===== src/rtl/fltw_pkg.sv =====
// ----------------------------------------------------------------------------
// fltw_pkg
// Shared types and constants of the four-level page-table walker.
// ----------------------------------------------------------------------------
`timescale 1ns / 1ps
`default_nettype none

package fltw_pkg;

    localparam int TABLE_PAGES       = 16;
    localparam int ENTRIES_PER_TABLE = 512;
    localparam int STORE_DEPTH       = TABLE_PAGES * ENTRIES_PER_TABLE;
    localparam int PAGE_W            = (TABLE_PAGES > 1) ? $clog2(TABLE_PAGES) : 1;
    localparam int IDX_W             = $clog2(ENTRIES_PER_TABLE);
    localparam int ADDR_W            = PAGE_W + IDX_W;

    localparam int ROOT_W   = 4;
    localparam int VA_W     = 48;
    localparam int SLOT_W   = 13;
    localparam int ENTRY_W  = 64;
    localparam int FRAME_W  = 40;
    localparam int PA_W     = 52;
    localparam int STATUS_W = 3;
    localparam int LEVEL_W  = 2;
    localparam int OFFS_W   = 12;

    // apb register map
    localparam int PADDR_W = 3;
    localparam int PDATA_W = 32;
    localparam logic [PADDR_W-3:0] REG_ROOT_TABLE_PAGE = 1'b0;

    // entry layout
    localparam int PRESENT_BIT = 0;
    localparam int LARGE_BIT   = 7;
    localparam int FRAME_LSB   = 12;

    // walk levels, counted down from the top-level table
    localparam logic [LEVEL_W-1:0] LVL_4 = 2'd3;
    localparam logic [LEVEL_W-1:0] LVL_3 = 2'd2;
    localparam logic [LEVEL_W-1:0] LVL_2 = 2'd1;
    localparam logic [LEVEL_W-1:0] LVL_1 = 2'd0;

    localparam logic ACT_WRITE     = 1'b0;
    localparam logic ACT_TRANSLATE = 1'b1;

    typedef enum logic [STATUS_W-1:0] {
        STS_WRITE_DONE = 3'd0,
        STS_NOT_MAPPED = 3'd1,
        STS_PAGE_4K    = 3'd2,
        STS_PAGE_2M    = 3'd3,
        STS_PAGE_1G    = 3'd4,
        STS_BAD_TABLE  = 3'd5
    } t_status;

    typedef enum logic [1:0] {
        ST_CLEAR,
        ST_IDLE,
        ST_WALK,
        ST_RESP
    } t_state;

    typedef struct packed {
        logic clear_step;
        logic accept;
        logic walk_step;
        logic load_walk;
        logic load_resp;
    } t_cmd;

    typedef struct packed {
        logic clear_last;
        logic item_write;
        logic root_oob;
        logic walk_done;
        logic out_free;
    } t_stat;

endpackage

`default_nettype wire


===== src/rtl/fltw_ctrl.sv =====
// ----------------------------------------------------------------------------
// fltw_ctrl
// Sequencer of the walker: store clear after reset, request intake, walk
// levels and result hand-off.
// ----------------------------------------------------------------------------
`timescale 1ns / 1ps
`default_nettype none

module fltw_ctrl (
    input  wire logic          i_clk,
    input  wire logic          i_rst_n,
    input  wire logic          i_valid,
    output logic               o_stall,
    input  wire fltw_pkg::t_stat i_stat,
    output fltw_pkg::t_cmd     o_cmd
);
    import fltw_pkg::*;

    t_state r_state;
    t_state n_state;
    logic   accept;

    assign accept = i_valid && (r_state == ST_IDLE);

    always_ff @(posedge i_clk) begin
        if (!i_rst_n) begin
            r_state <= ST_CLEAR;
        end else begin
            r_state <= n_state;
        end
    end

    always_comb begin
        n_state = r_state;
        case (r_state)
            ST_CLEAR: begin
                if (i_stat.clear_last) n_state = ST_IDLE;
            end
            ST_IDLE: begin
                if (accept) begin
                    if (i_stat.item_write || i_stat.root_oob) n_state = ST_RESP;
                    else n_state = ST_WALK;
                end
            end
            ST_WALK: begin
                if (i_stat.walk_done && i_stat.out_free) n_state = ST_IDLE;
            end
            ST_RESP: begin
                if (i_stat.out_free) n_state = ST_IDLE;
            end
            default: begin
                n_state = ST_CLEAR;
            end
        endcase
    end

    always_comb begin
        o_stall          = (r_state != ST_IDLE);
        o_cmd.clear_step = (r_state == ST_CLEAR);
        o_cmd.accept     = accept;
        o_cmd.walk_step  = (r_state == ST_WALK) && !i_stat.walk_done;
        // a finished walk waits here while the output register is still full
        o_cmd.load_walk  = (r_state == ST_WALK) && i_stat.walk_done && i_stat.out_free;
        o_cmd.load_resp  = (r_state == ST_RESP) && i_stat.out_free;
    end

endmodule

`default_nettype wire


===== config.mk =====
export PLATFORM = sky130hd
export DESIGN_NAME = fltw_ctrl
export DESIGN_NICKNAME = d
export VERILOG_FILES = /design/src/rtl/fltw_pkg.sv /design/src/rtl/fltw_ctrl.sv
export SDC_FILE = /design/constraint.sdc
export NUM_CORES = 1
export LEC_CHECK = 0
export ABC_CLOCK_PERIOD_IN_PS = 1600
export BUFFER_PORTS_ARGS = -buffer_cell sky130_fd_sc_hd__buf_4
export CORE_AREA = 3 3 40 42
export CTS_CLUSTER_SIZE = 10
export DETAILED_ROUTE_END_ITERATION = 10
export DIE_AREA = 0 0 43 45
export PLACE_DENSITY = 0.38
export SYNTH_ARGS = -nofsm -noshare
export SYNTH_HDL_FRONTEND = slang
export SYNTH_SLANG_ARGS = --single-unit

===== constraint.sdc =====
create_clock -name i_clk -period 1.6 [get_ports i_clk]
set_clock_uncertainty 0.1 [all_clocks]
set_input_delay 0 -clock i_clk [delete_from_list [all_inputs] [get_ports i_clk]]
set_output_delay 0 -clock i_clk [all_outputs]
set_load 0.05 [all_outputs]

Yosys cells after proc, flatten, opt, wreduce, memory -nomap -nowiden
Cells that the tools add are included.
- word-level logic and storage cells: 25
- output and inout port bits: 6
- register bits after elaboration: 2
- reduce and logical (&&, ||, !) cells: 10
- multiplexer cells: 6
- eq/ne operators: 8
- operator list (operator ; number):
    $mux 2 ; 4
    $ne 2x2->1 const B ; 4
    $pmux 2 s4 ; 1
    $logic_and 1x1->1 ; 6
    $eq 2x2->1 const B ; 2
    $reduce_and 4->1 ; 1
    $eq 2x1->1 const B ; 1
    $logic_not 2->1 ; 1
    $ne 2x1->1 const B ; 1
    $logic_not 1->1 ; 1
    $logic_or 1x1->1 ; 1
    $mux 1 ; 1

Logic depth before layout (Yosys ltp)
- word-level depth: 4
- mapped depth: 3
- mapped depth without buffers: 3

Least setup slack after synthesis
OpenSTA, ideal clock, no wires.
- kind: reg-to-output
- start: register r_state[1]
- end: output port o_cmd[1] (netlist name)
- required time: 1.500 ns
- path buffers: 0
- slack: -0.033 ns
- cell stages (with the launch flop): 3
- arrival time: 1.533 ns
- cells stage by stage: dfxtp_1 > inv_1 > nor3_1
- RTL lines (element ; RTL line ; source):
    start, declared ; fltw_ctrl.sv:19 ; t_state r_state;
    start signal, assigned ; fltw_ctrl.sv:29 ; r_state <= n_state;
    end, declared ; fltw_ctrl.sv:15 ; output fltw_pkg::t_cmd o_cmd

Worst setup path after layout
- start: input port i_stat[0] (netlist name)
- end: register r_state[0]
- cells in the longest elaborated chain, start to end: 3
- elaborated cells between the ends (all ways): 4
- those cells by class: eq/ne (2); reduce/logical (2)
- ends and longest elaborated chain (element ; RTL line ; source):
    start, declared ; fltw_ctrl.sv:14 ; input wire fltw_pkg::t_stat i_stat,
    $logic_and 1x1->1 ; fltw_ctrl.sv:46 ; if (i_stat.walk_done && i_stat.out_free) n_state = ST_IDLE;
    $ne 2x2->1 (no line) ; -- ;
    $reduce_and 4->1 (no line) (*) ; -- ;
Mark *: on every way between the ends. The rest lies on a longest branch, timed or not.
A chain may end at the register's enable or synchronous reset.

==> flow_results.org <==
** Power and ir drop
- Worst-case vdd ir drop :: 137.0 uV
- For this design the ratio of total power to cell area is approximately 780 mW/mm^2.
- Static leakage :: ~0.15 nW

** Layout
- Non-Filler Instances :: 55
- Most common cell after layout, fill and taps aside :: buf_4
- The multi-input combinational cells in the finished layout cover a total of 83.83 sq um.
- Largest registers :: r_state: 2 flops
- The register with the most flip-flops in the layout has 2 of them.
- The post-route netlist has 47.50% of its cells at a drive strength greater than 1.
- The filler cells instantiated in the layout total 145.
- Measured on the finished design, the core utilization comes to about 26%.
- Total inserted antenna cells :: 0
- The top cell types in the final layout, fill and taps aside, are 13 x buf_4, 6 x dlygate4sd3_1, 3 x nand2_1, 3 x clkbuf_4.
- Summing all non-filler instances in the final layout gives an area of roughly 330 sq um.
- Most flop-heavy register :: r_state
- The net count of the finished layout is 50.
- FF+latch area :: roughly 40 sq um
- Compared with the post-synthesis result, the final layout area differs by 137.8%.

** STA
- Unrepaired setup endpoints after global routing :: no
- Max Fclk :: ~730 MHz
- Headroom to the max-slew limit came out at a little over four fifths.
- Count of endpoints failing hold in the final timing report :: 0
- For the pin with the worst max-slew slack, the measured transition is 0.2485 ns.
- Setup violations remaining at the end of the flow were counted as 0.
- Subtracting the final worst setup slack from the clock period gives around 1.4 ns.
- The worst path uses 85.12% of the clock period.
- Post-Route Hold Slack :: ~0.0089 ns
- The total count of max-transition violations in the final report was 0.

** Route
- For this block, the initial DRC count from the detailed router was 2.
- DRC viols :: 0
- In the final routed layout, each cell accounts on average for about 8.5 microns.
- Number of vias per cell :: 3.855
- After detailed routing, the total wire length is approximately 470 microns.
- Number of routed nets with antenna violations :: 0
- The routed layout has about 210 vias.
- Router iterations before antenna repair :: 2

** Yosys
- Number of instances in the synthesized netlist :: 19
- After synthesis the cells add up to 138.9 sq um.
- Register area share after synthesis :: 28.83%
- Mapped Avg Cell Area :: around 7.3 sq um
- Yosys warning count :: 0
- Yosys cell types :: 13
- Counting every net in the synthesized netlist gives 27.
- Counting flops and latches in the post-synthesis netlist gives 2.

** CTS
- Source-to-sink clock delay at the later pin of the worst-skew pair :: approximately 0.22 ns
- Gates resized during post-CTS repair numbered 0.
- CTS hold repair buffers :: 6
- Number of buffers on the longest clock path :: 2
- CTS tree :: built
- H-Tree Depth :: 1
- The cell sitting at the root of the clock tree is a clkbuf_4.
- Clock transition time at the flip-flop clock pins of the worst setup and hold paths :: about 0.030 ns
- Num CTS Buffers :: 3
- The number of setup buffers added after CTS is 0.
- Total clock sinks :: 2

** GRT
- The number of global-route vias before repair is around 190.
- The initial antenna violation count is 0.
- Pin count of the biggest net entering global routing :: 9
- Global-route total usage across every layer :: between 4 and 5%
- Global-route wire length before repair :: roughly 670 microns
- Global routing finished with a remaining overflow of 0.

** Placement
- Post-DP Area :: approximately 250 sq um
- The congestion estimate from routability-driven global placement came to 0.7385.
- Summed over all nets, the half-perimeter wirelength after detailed placement is 367.6 microns.
- Buffers placed on the I/O ports in this run total 13.
- Placed cell count :: 46

** Die
- Area of the die :: between 0.0015 and 0.002 sq mm
- Height of the die :: between 40 and 50 microns
- For this configuration, the core starts out at a cell density of a little over a tenth.
- During I/O placement, the number of pins put on the boundary was 14.
- Row generation in the floorplan step produced 13 rows.
- The floorplan step defined a core boundary enclosing 0.001285 sq mm.
- Floorplan die width :: around 43 microns

** Critical path
- STA puts the critical path data arrival time at 1.37 ns.
- STA classifies the critical path endpoint as a register.
- Kind of critical path :: in2reg
- STA puts the critical path data required time at 1.60 ns.
- The worst setup path is launched from a primary input.
- Highest fanout seen on the critical path :: 4

** Flow run
- Across the run, the number of max-cap violations was 0.

** Min path
- In this run the worst hold path is classified as in2reg.

** Run status
- Outcome :: complete, no violations
## stage by stage
stage / setup WS [ns] / total power [W] / setup TNS [ns]
after floorplan: -0.03341 / 0.0001082 / -0.06683
after global placement: 0.5817 / 0.0001379 / 0
after detailed placement: 0.5443 / 0.0001391 / 0
after CTS: 0.2338 / 0.0002657 / 0
after global routing: 0.1730 / 0.0002752 / 0
final: 0.2381 / 0.0002589 / 0
## cells by family after synthesis
logic type,count (synthesis),synth area share (%)
DFF,2,28.83
and+or+nand+nor,9,35.13
buffers and inverters,3,10.81
AOI/OAI and AO/OA,5,25.22
## synthesized netlist by cell type, drive strengths merged
cell    n  area [sq um]
o21ai   1         5.000
nand3b  1         11.26
a21boi  1         7.510
nand3   1         5.000
nand2   3         11.26
a21oi   2         10.01
nor3    2         10.01
buf     1         7.510
o31ai   1         12.51
dfxtp   2         40.04
inv     2         7.510
and3    1         7.510
nor2    1         3.750
## cell type report
cell class,count,area share [%]
clock buffers,3,6.818
repair buffers,19,47.73
well taps,15,5.682
inverters,2,2.273
flip-flops and latches,2,12.12
multi-input cells,14,25.38
## critical path: stages
cell and delay (ns):
dlygate4sd3_1 0.54, buf_4 0.14, nand3_1 0.07, dlygate4sd3_1 0.55, a21oi_1 0.06
## layer usage
layer	GRT usage [%]	vias to the layer above	share of wire, %
met1	4.077	89	35
met2	8.683	14	50
met3	1.195	2	11
met5	0	-	0
met4	5.422	0	3.4
li1	-	107	-
## power by group
part	switching [W]	internal (W)	total (W)
logic	0.0000494	0.0000381	0.0000875
clock network	0.0000280	0.0000827	0.000111
registers	0.00000654	0.0000542	0.0000608
total	0.0000840	0.000175	0.000259
## path summary, 6_finish.rpt
kind | slack [ns] | to | depth (start not counted) | from
max | 0.24 | r_state[0]$_SDFFE_PN0P_ | 5 | i_stat[0]
min | 0.009 | r_state[1]$_SDFFE_PN0P_ | 3 | i_valid
min reg2reg | 0.42 | r_state[1]$_SDFFE_PN0P_ | 2 | r_state[1]$_SDFFE_PN0P_
max reg2reg | 0.26 | r_state[0]$_SDFFE_PN0P_ | 3 | r_state[1]$_SDFFE_PN0P_
Note: power is estimated with default switching activity, not from simulation.
